==> src/design/ise_pkg.sv <==
// ----------------------------------------------------------------------------
// Insertion sort engine package
// Shared constants and item types for the sorting cell chain.
// ----------------------------------------------------------------------------
package ise_pkg;

   // Number of cells in the chain, which is the largest set kept in full.
   localparam int CAPACITY = 16;

   localparam int VALUE_WIDTH = 32;

   typedef logic signed [VALUE_WIDTH-1:0] value_type;

   typedef struct packed {
      value_type sample_value;
      logic      set_end;
   } req_type;

   typedef struct packed {
      value_type sorted_value;
      logic      run_end;
      logic      overflowed;
   } rsp_type;

   // Control that is broadcast from the top level to every cell.
   typedef struct packed {
      logic      do_insert;
      logic      do_shift;
      value_type sample;
   } cell_ctrl_type;

endpackage

==> src/design/ise_cell.sv <==
// ----------------------------------------------------------------------------
// Insertion sort cell
// Holds one stored value and takes part in insertion and output shifting.
// ----------------------------------------------------------------------------
module ise_cell (
   input  logic                  clock,
   input  logic                  reset,
   input  ise_pkg::cell_ctrl_type ctrl,
   input  logic                  left_valid,
   input  logic                  left_gt,
   input  ise_pkg::value_type    left_value,
   input  logic                  right_valid,
   input  ise_pkg::value_type    right_value,
   output logic                  own_valid,
   output logic                  own_gt,
   output ise_pkg::value_type    own_value
);
   import ise_pkg::*;

   logic      valid_ff;
   logic      valid_in;
   value_type value_ff;
   value_type value_in;
   logic      gt;
   logic      take;

   // The chain is sorted, so the cells whose value exceeds the sample form a
   // contiguous tail. Those cells move one place right; the first free cell
   // opens up when no stored value is greater.
   assign gt   = valid_ff && (value_ff > ctrl.sample);
   assign take = gt || (!valid_ff && left_valid);

   always_comb begin
      valid_in = valid_ff;
      value_in = value_ff;
      if (ctrl.do_shift) begin
         valid_in = right_valid;
         value_in = right_value;
      end else if (ctrl.do_insert && take) begin
         valid_in = 1'b1;
         value_in = left_gt ? left_value : ctrl.sample;
      end
   end

   always_ff @(posedge clock) begin
      if (reset) begin
         valid_ff <= 1'b0;
      end else begin
         valid_ff <= valid_in;
      end
      value_ff <= value_in;
   end

   assign own_valid = valid_ff;
   assign own_gt    = gt;
   assign own_value = value_ff;

endmodule

==> src/design/insertion_sort_engine_core.sv <==
// ----------------------------------------------------------------------------
// Insertion sort engine core
// Sorts sets of signed values in a chain of compare-and-shift cells.
// ----------------------------------------------------------------------------
// Usage: each item on the req_ channel carries one signed 32-bit value. While
// a set is being collected, one item is accepted in every cycle: all cells
// compare their value with the new sample at once and the larger ones move
// one place along the chain, so the sample lands after every equal value.
// The item marked set_end is inserted like the others and then switches the
// block to output. During output req_stall is high, and the chain shifts one
// place toward cell 0 for every item taken on the rsp_ channel; cell 0 is the
// output register. A set of n stored values therefore leaves as n items,
// starting the cycle after the set_end item was accepted, and the last one
// carries run_end. When the receiver stalls, the chain holds still and the
// presented item does not change. Values that arrive while all cells are
// full are dropped and every item of that set has overflowed set. After the
// final item is taken, the chain is empty and the next set may begin.
// Reset empties the chain and clears the overflow flag; there is no memory
// to sweep, so the block accepts items in the first cycle after reset.
// ----------------------------------------------------------------------------
module insertion_sort_engine_core (
   input  logic             clock,
   input  logic             reset,
   input  logic             req_valid,
   output logic             req_stall,
   input  ise_pkg::req_type req_item,
   output logic             rsp_valid,
   input  logic             rsp_stall,
   output ise_pkg::rsp_type rsp_item
);
   import ise_pkg::*;

   logic          draining_ff;
   logic          draining_in;
   logic          dropped_ff;
   logic          dropped_in;
   logic          req_accept;
   logic          rsp_accept;
   logic          chain_full;
   cell_ctrl_type ctrl;

   logic          cell_valid [CAPACITY];
   logic          cell_gt    [CAPACITY];
   value_type     cell_value [CAPACITY];

   // Input is refused only while a sorted set is leaving the chain.
   assign req_stall  = draining_ff;
   assign req_accept = req_valid && !draining_ff;
   assign rsp_valid  = draining_ff;
   assign rsp_accept = draining_ff && !rsp_stall;

   // The last cell holds a value exactly when the chain is full.
   assign chain_full = cell_valid[CAPACITY-1];

   assign ctrl.do_insert = req_accept && !chain_full;
   assign ctrl.do_shift  = rsp_accept;
   assign ctrl.sample    = req_item.sample_value;

   genvar k;
   generate
      for (k = 0; k < CAPACITY; k++) begin : g_cell
         logic      left_valid;
         logic      left_gt;
         value_type left_value;
         logic      right_valid;
         value_type right_value;

         if (k == 0) begin : g_head
            assign left_valid = 1'b1;
            assign left_gt    = 1'b0;
            assign left_value = '0;
         end else begin : g_body
            assign left_valid = cell_valid[k-1];
            assign left_gt    = cell_gt[k-1];
            assign left_value = cell_value[k-1];
         end

         if (k == CAPACITY - 1) begin : g_tail
            assign right_valid = 1'b0;
            assign right_value = '0;
         end else begin : g_inner
            assign right_valid = cell_valid[k+1];
            assign right_value = cell_value[k+1];
         end

         ise_cell u_cell (
            .clock       (clock),
            .reset       (reset),
            .ctrl        (ctrl),
            .left_valid  (left_valid),
            .left_gt     (left_gt),
            .left_value  (left_value),
            .right_valid (right_valid),
            .right_value (right_value),
            .own_valid   (cell_valid[k]),
            .own_gt      (cell_gt[k]),
            .own_value   (cell_value[k])
         );
      end
   endgenerate

   // Output mode starts with the set_end item and ends when the item taken
   // is the last one held, which is when the second cell is empty.
   always_comb begin
      draining_in = draining_ff;
      dropped_in  = dropped_ff;
      if (req_accept) begin
         if (chain_full) begin
            dropped_in = 1'b1;
         end
         if (req_item.set_end) begin
            draining_in = 1'b1;
         end
      end
      if (rsp_accept && rsp_item.run_end) begin
         draining_in = 1'b0;
         dropped_in  = 1'b0;
      end
   end

   always_ff @(posedge clock) begin
      if (reset) begin
         draining_ff <= 1'b0;
         dropped_ff  <= 1'b0;
      end else begin
         draining_ff <= draining_in;
         dropped_ff  <= dropped_in;
      end
   end

   assign rsp_item.sorted_value = cell_value[0];
   assign rsp_item.run_end      = !cell_valid[1];
   assign rsp_item.overflowed   = dropped_ff;

endmodule
==> config.mk <==
export PLATFORM = sky130hd
export DESIGN_NAME = insertion_sort_engine_core
export DESIGN_NICKNAME = d
export VERILOG_FILES = /design/src/design/ise_pkg.sv /design/src/design/ise_cell.sv /design/src/design/insertion_sort_engine_core.sv
export SDC_FILE = /design/constraint.sdc
export NUM_CORES = 2
export LEC_CHECK = 0
export BUFFER_PORTS_ARGS = -buffer_cell sky130_fd_sc_hd__buf_2
export CAP_MARGIN = 20
export CORE_ASPECT_RATIO = 0.8
export CORE_MARGIN = 3
export CORE_UTILIZATION = 40
export CTS_CLUSTER_SIZE = 24
export DETAILED_ROUTE_END_ITERATION = 16
export SLEW_MARGIN = 20
export SYNTH_ARGS = -nofsm -noshare
export SYNTH_HDL_FRONTEND = slang
export SYNTH_SLANG_ARGS = --single-unit
==> constraint.sdc <==
create_clock -name clock -period 9.5 [get_ports clock]
set_input_delay 2.375 -clock clock [delete_from_list [all_inputs] [get_ports clock]]
set_output_delay 2.375 -clock clock [all_outputs]
set_load 0.1 [all_outputs]
==> key figures <==
Logic synthesis
  • Yosys top cell by area: edfxtp_1
  • Most area-consuming cells after synthesis: edfxtp_1 38%, ha_1 16%, a221o_1 9.4%, nand2_1 4.7%, nor3_1 4.3%
  • Number of enable flip-flop cells after synthesis: 480
  • Mapped Area: 37700 µm²
  • Simple-Gate Fraction of Synth Area: 15.1%
  • Primary FF master, synth: edfxtp_1
  • Synth Area in Compound Gates: 21.1%
  • Syn Nets: 4294
  • Synthesized-area fraction occupied by adder cells: 16.0%
  • Synth unique cells: 56
  • Sequential share of the synthesized area: 40.9%
  • Total number of yosys warnings: 0
  • Synth Instances: 3777
  • Synth Area in XOR/XNOR: 0%
  • Syn avg cell area: 9.97 µm²
  • Largest family of logic cells by synthesized area: compound AO/OA/AOI/OAI gates
  • Synth cell count leaders: 480 x edfxtp_1, 480 x ha_1, 468 x nand2_1
  • Top-area cell type share of the netlist area: 38.3%
  • Async set-or-reset flop fraction in the synthesized netlist: 0%
  • Mux contribution to synthesized area: 2.47%
  • Synth Register Bits: 530

Clock tree
  • Clock root buffer: clkbuf_16
  • Clock insertion delay at the later pin of the skew report: 0.66 ns
  • CTS Buffer Depth: 3
  • CTS-repair resized insts: 0
  • CTS sink count: 530
  • CTS buffer count: 58
  • Reg clk slew, reported paths: 0.06 ns
  • H-tree Lvls: 2
  • Hold buffers post-CTS: 0
  • Total setup buffers inserted after CTS: 0
  • CTS tree: yes

Setup path
  • Delay-heaviest family, CP: buffers and inverters
  • Critical Path Sink Type: flop
  • Crit-path slowest cell: nor4_1
  • R2r startpoint: g_cell[4].u_cell.own_value[31]
  • Worst Setup Path Type: in2reg
  • WP data required: 9.86 ns
  • CP peak stage delay: 0.92 ns
  • Worst Path Arrival: 6.77 ns
  • Worst path bufs/invs: 4
  • CP Launch Type: input port
  • Worst R2R Path Depth: 9
  • Reg-to-Reg End: g_cell[5].u_cell.own_value[24]
  • CP max FO: 34
  • Worst-path cell chain: buf_2, inv_1, ha_1, nand4_1, nor4_1, nor2_1, a31o_2, a211oi_4, buf_4, a21oi_1, o21ai_4, buf_16
  • Reg-to-reg slack, setup: 5.03 ns

Floorplan
  • Die outline width: 349 µm
  • Starting Density: 40.8%
  • DIE HEIGHT: 280 µm
  • Total I/O pin count: 73
  • Rows: 99
  • Die area: 97900 µm²
  • Core ar.: 92300 µm²

Placed design
  • Routability cong.: 0.893
  • DP Wirelength: 92100 µm
  • Placed Cells: 4855
  • Port buffer count: 72

Detailed routing
  • DR WL/cell: 25.3 µm
  • TritonRoute pass-1 iters: 6
  • WL final: 125000 µm
  • Routed vias: 32100
  • Drc violations: 0
  • Antenna-violating nets left: 0
  • Number of DRC markers in iteration 0: 3738
  • Vias per cell: 6.47

Final layout
  • Final non-filler cell total: 4967
  • Fill cell count: 8877
  • Footprint of the multi-input gates: 20800 µm²
  • Sequential Area: 15400 µm²
  • Nets: 4222
  • Area delta synth->final: 9.35%
  • Final Util: 44.6%
  • Share of layout cells above drive strength 1: 8.15%

Timing
  • Fin. Hold Viols: 0
  • Clock Skew: 0.0288 ns
  • Worst-Margin Slew: 1.11 ns
  • Final period util: 67.5%
  • RSZ-0062 raised after global routing: no
  • Worst rel slew slack: 25.3%
  • Minimum clock period: 6.41 ns
  • Achievable Freq: 0.156 GHz
  • Final hold slack: 0.496 ns
  • Final Max Slew Viols: 0
  • Final setup vio count: 0
  • Setup TNS: 0 ns

Global routing
  • Largest net degree at the start of global routing: 159
  • Total GRT Usage: 24.8%
  • First-pass GRT wire length: 191000 µm
  • Overflow after GRT: 0
  • Antenna violations before repair: 1
  • Vias in the first global route: 30000

Status
  • Status: complete, no violations

Power
  • PwrDens: 177 nW/µm²
  • Leakage power figure: 16.1 nW
  • Max IR drop VDD: 142 µV

Hold path
  • Worst-case hold path end point: dropped_ff
  • Worst Hold Launch: dropped_ff
  • Hold depth: 2
  • Worst hold path type: reg2reg

Job
  • Max cap viols: 0
flip-flops by register name, summed over array words and instances, names as in the netlist:
register                 flops
req_stall                    1
g_cell.u_cell.own_valid     16
g_cell.u_cell.own_value    512
dropped_ff                   1
metrics by stage:
step / setup WS (ns) / cell area, µm² / power [mW]
6_report: 3.09 / 41200 / 7.28
3_5_place_dp: 2.42 / 39100 / 4.82
2_1_floorplan: 2.13 / 37700 / 4.28
4_1_cts: 3.12 / 41100 / 7.28
5_1_grt: 2.98 / 41200 / 7.59
3_3_place_gp: 2.43 / 39100 / 4.78
worst max path at each step:
stage	cells after the start	slack [ns]	endpoint	startpoint
2_1_floorplan	10	2.13	g_cell[11].u_cell.own_value[0]	req_item[14]
3_3_place_gp	11	2.43	g_cell[8].u_cell.own_value[24]	req_item[28]
3_5_place_dp	11	2.42	g_cell[8].u_cell.own_value[27]	req_item[32]
4_1_cts	11	3.12	g_cell[8].u_cell.own_value[25]	req_item[32]
5_1_grt	11	2.98	g_cell[4].u_cell.own_value[17]	req_item[28]
6_report	12	3.09	g_cell[8].u_cell.own_value[25]	req_item[26]
cells in the final DEF, fill, tap and decap left out, drive strengths merged, types with 7 or more instances in the layout:
| cell | synthesis | layout |
|---|---|---|
| a211o | 27 | 27 |
| a211oi | 50 | 50 |
| a21boi | 9 | 9 |
| a21o | 71 | 71 |
| a21oi | 290 | 290 |
| a221o | 352 | 352 |
| a31oi | 34 | 34 |
| and4 | 11 | 11 |
| buf | 65 | 169 |
| bufinv | 0 | 7 |
| clkbuf | 236 | 82 |
| clkinv | 0 | 15 |
| dfxtp | 50 | 50 |
| edfxtp | 480 | 480 |
| ha | 480 | 480 |
| inv | 78 | 80 |
| mux2i | 93 | 93 |
| nand2 | 468 | 468 |
| nand3 | 49 | 49 |
| nand4 | 103 | 103 |
| nor2 | 169 | 169 |
| nor2b | 17 | 17 |
| nor3 | 325 | 325 |
| nor4 | 68 | 68 |
| o211ai | 11 | 11 |
| o21a | 20 | 20 |
| o21ai | 135 | 135 |
| o21bai | 7 | 7 |
| o22ai | 9 | 9 |
| o32a | 9 | 9 |
| or2 | 11 | 11 |
worst reg2reg max path: cells and delay by family, from the launching register on:
| family | cells | cell delay [ns] |
|---|---|---|
| DFF | 1 | 0.48 |
| and+or+nand+nor | 3 | 1.25 |
| adders and majority gates | 1 | 0.46 |
| buffers and inverters | 1 | 0.47 |
| muxes | 1 | 0.26 |
| AOI/OAI and AO/OA | 3 | 1.28 |
metal layers:
layer / global-route usage [%] / part of all wire (%)
met5: 0 / 0.0096
met2: 37.6 / 44
met1: 37.7 / 47
met3: 2.73 / 7.0
met4: 5.92 / 2.3
area by class of cell:
| type | instances | area share, % |
|---|---|---|
| Timing Repair Buffer | 169 | 2.83 |
| Antenna cell | 1 | 0.00608 |
| Clock inverter | 27 | 0.817 |
| Inverter | 78 | 0.711 |
| Clock buffer | 82 | 4.06 |
| Sequential cell | 530 | 37.4 |
| Tap cell | 1212 | 3.68 |
| Multi-Input combinational cell | 2868 | 50.4 |
cell families (layout without fill, tap and decap cells):
group / Yosys count / in the layout
multiplexers: 93 / 93
AO/OA/AOI/OAI: 1062 / 1062
other: 0 / 1
flip-flops: 530 / 530
buffers and inverters: 379 / 356
AND/OR/NAND/NOR: 1233 / 1233
adder cells (fa/ha/maj): 480 / 480
power by group:
group	switching (mW)	internal, mW
Combinational	1.13	0.610
Sequential	0.208	2.87
Clock	1.05	1.42
Note: power is estimated with default switching activity, not from simulation.
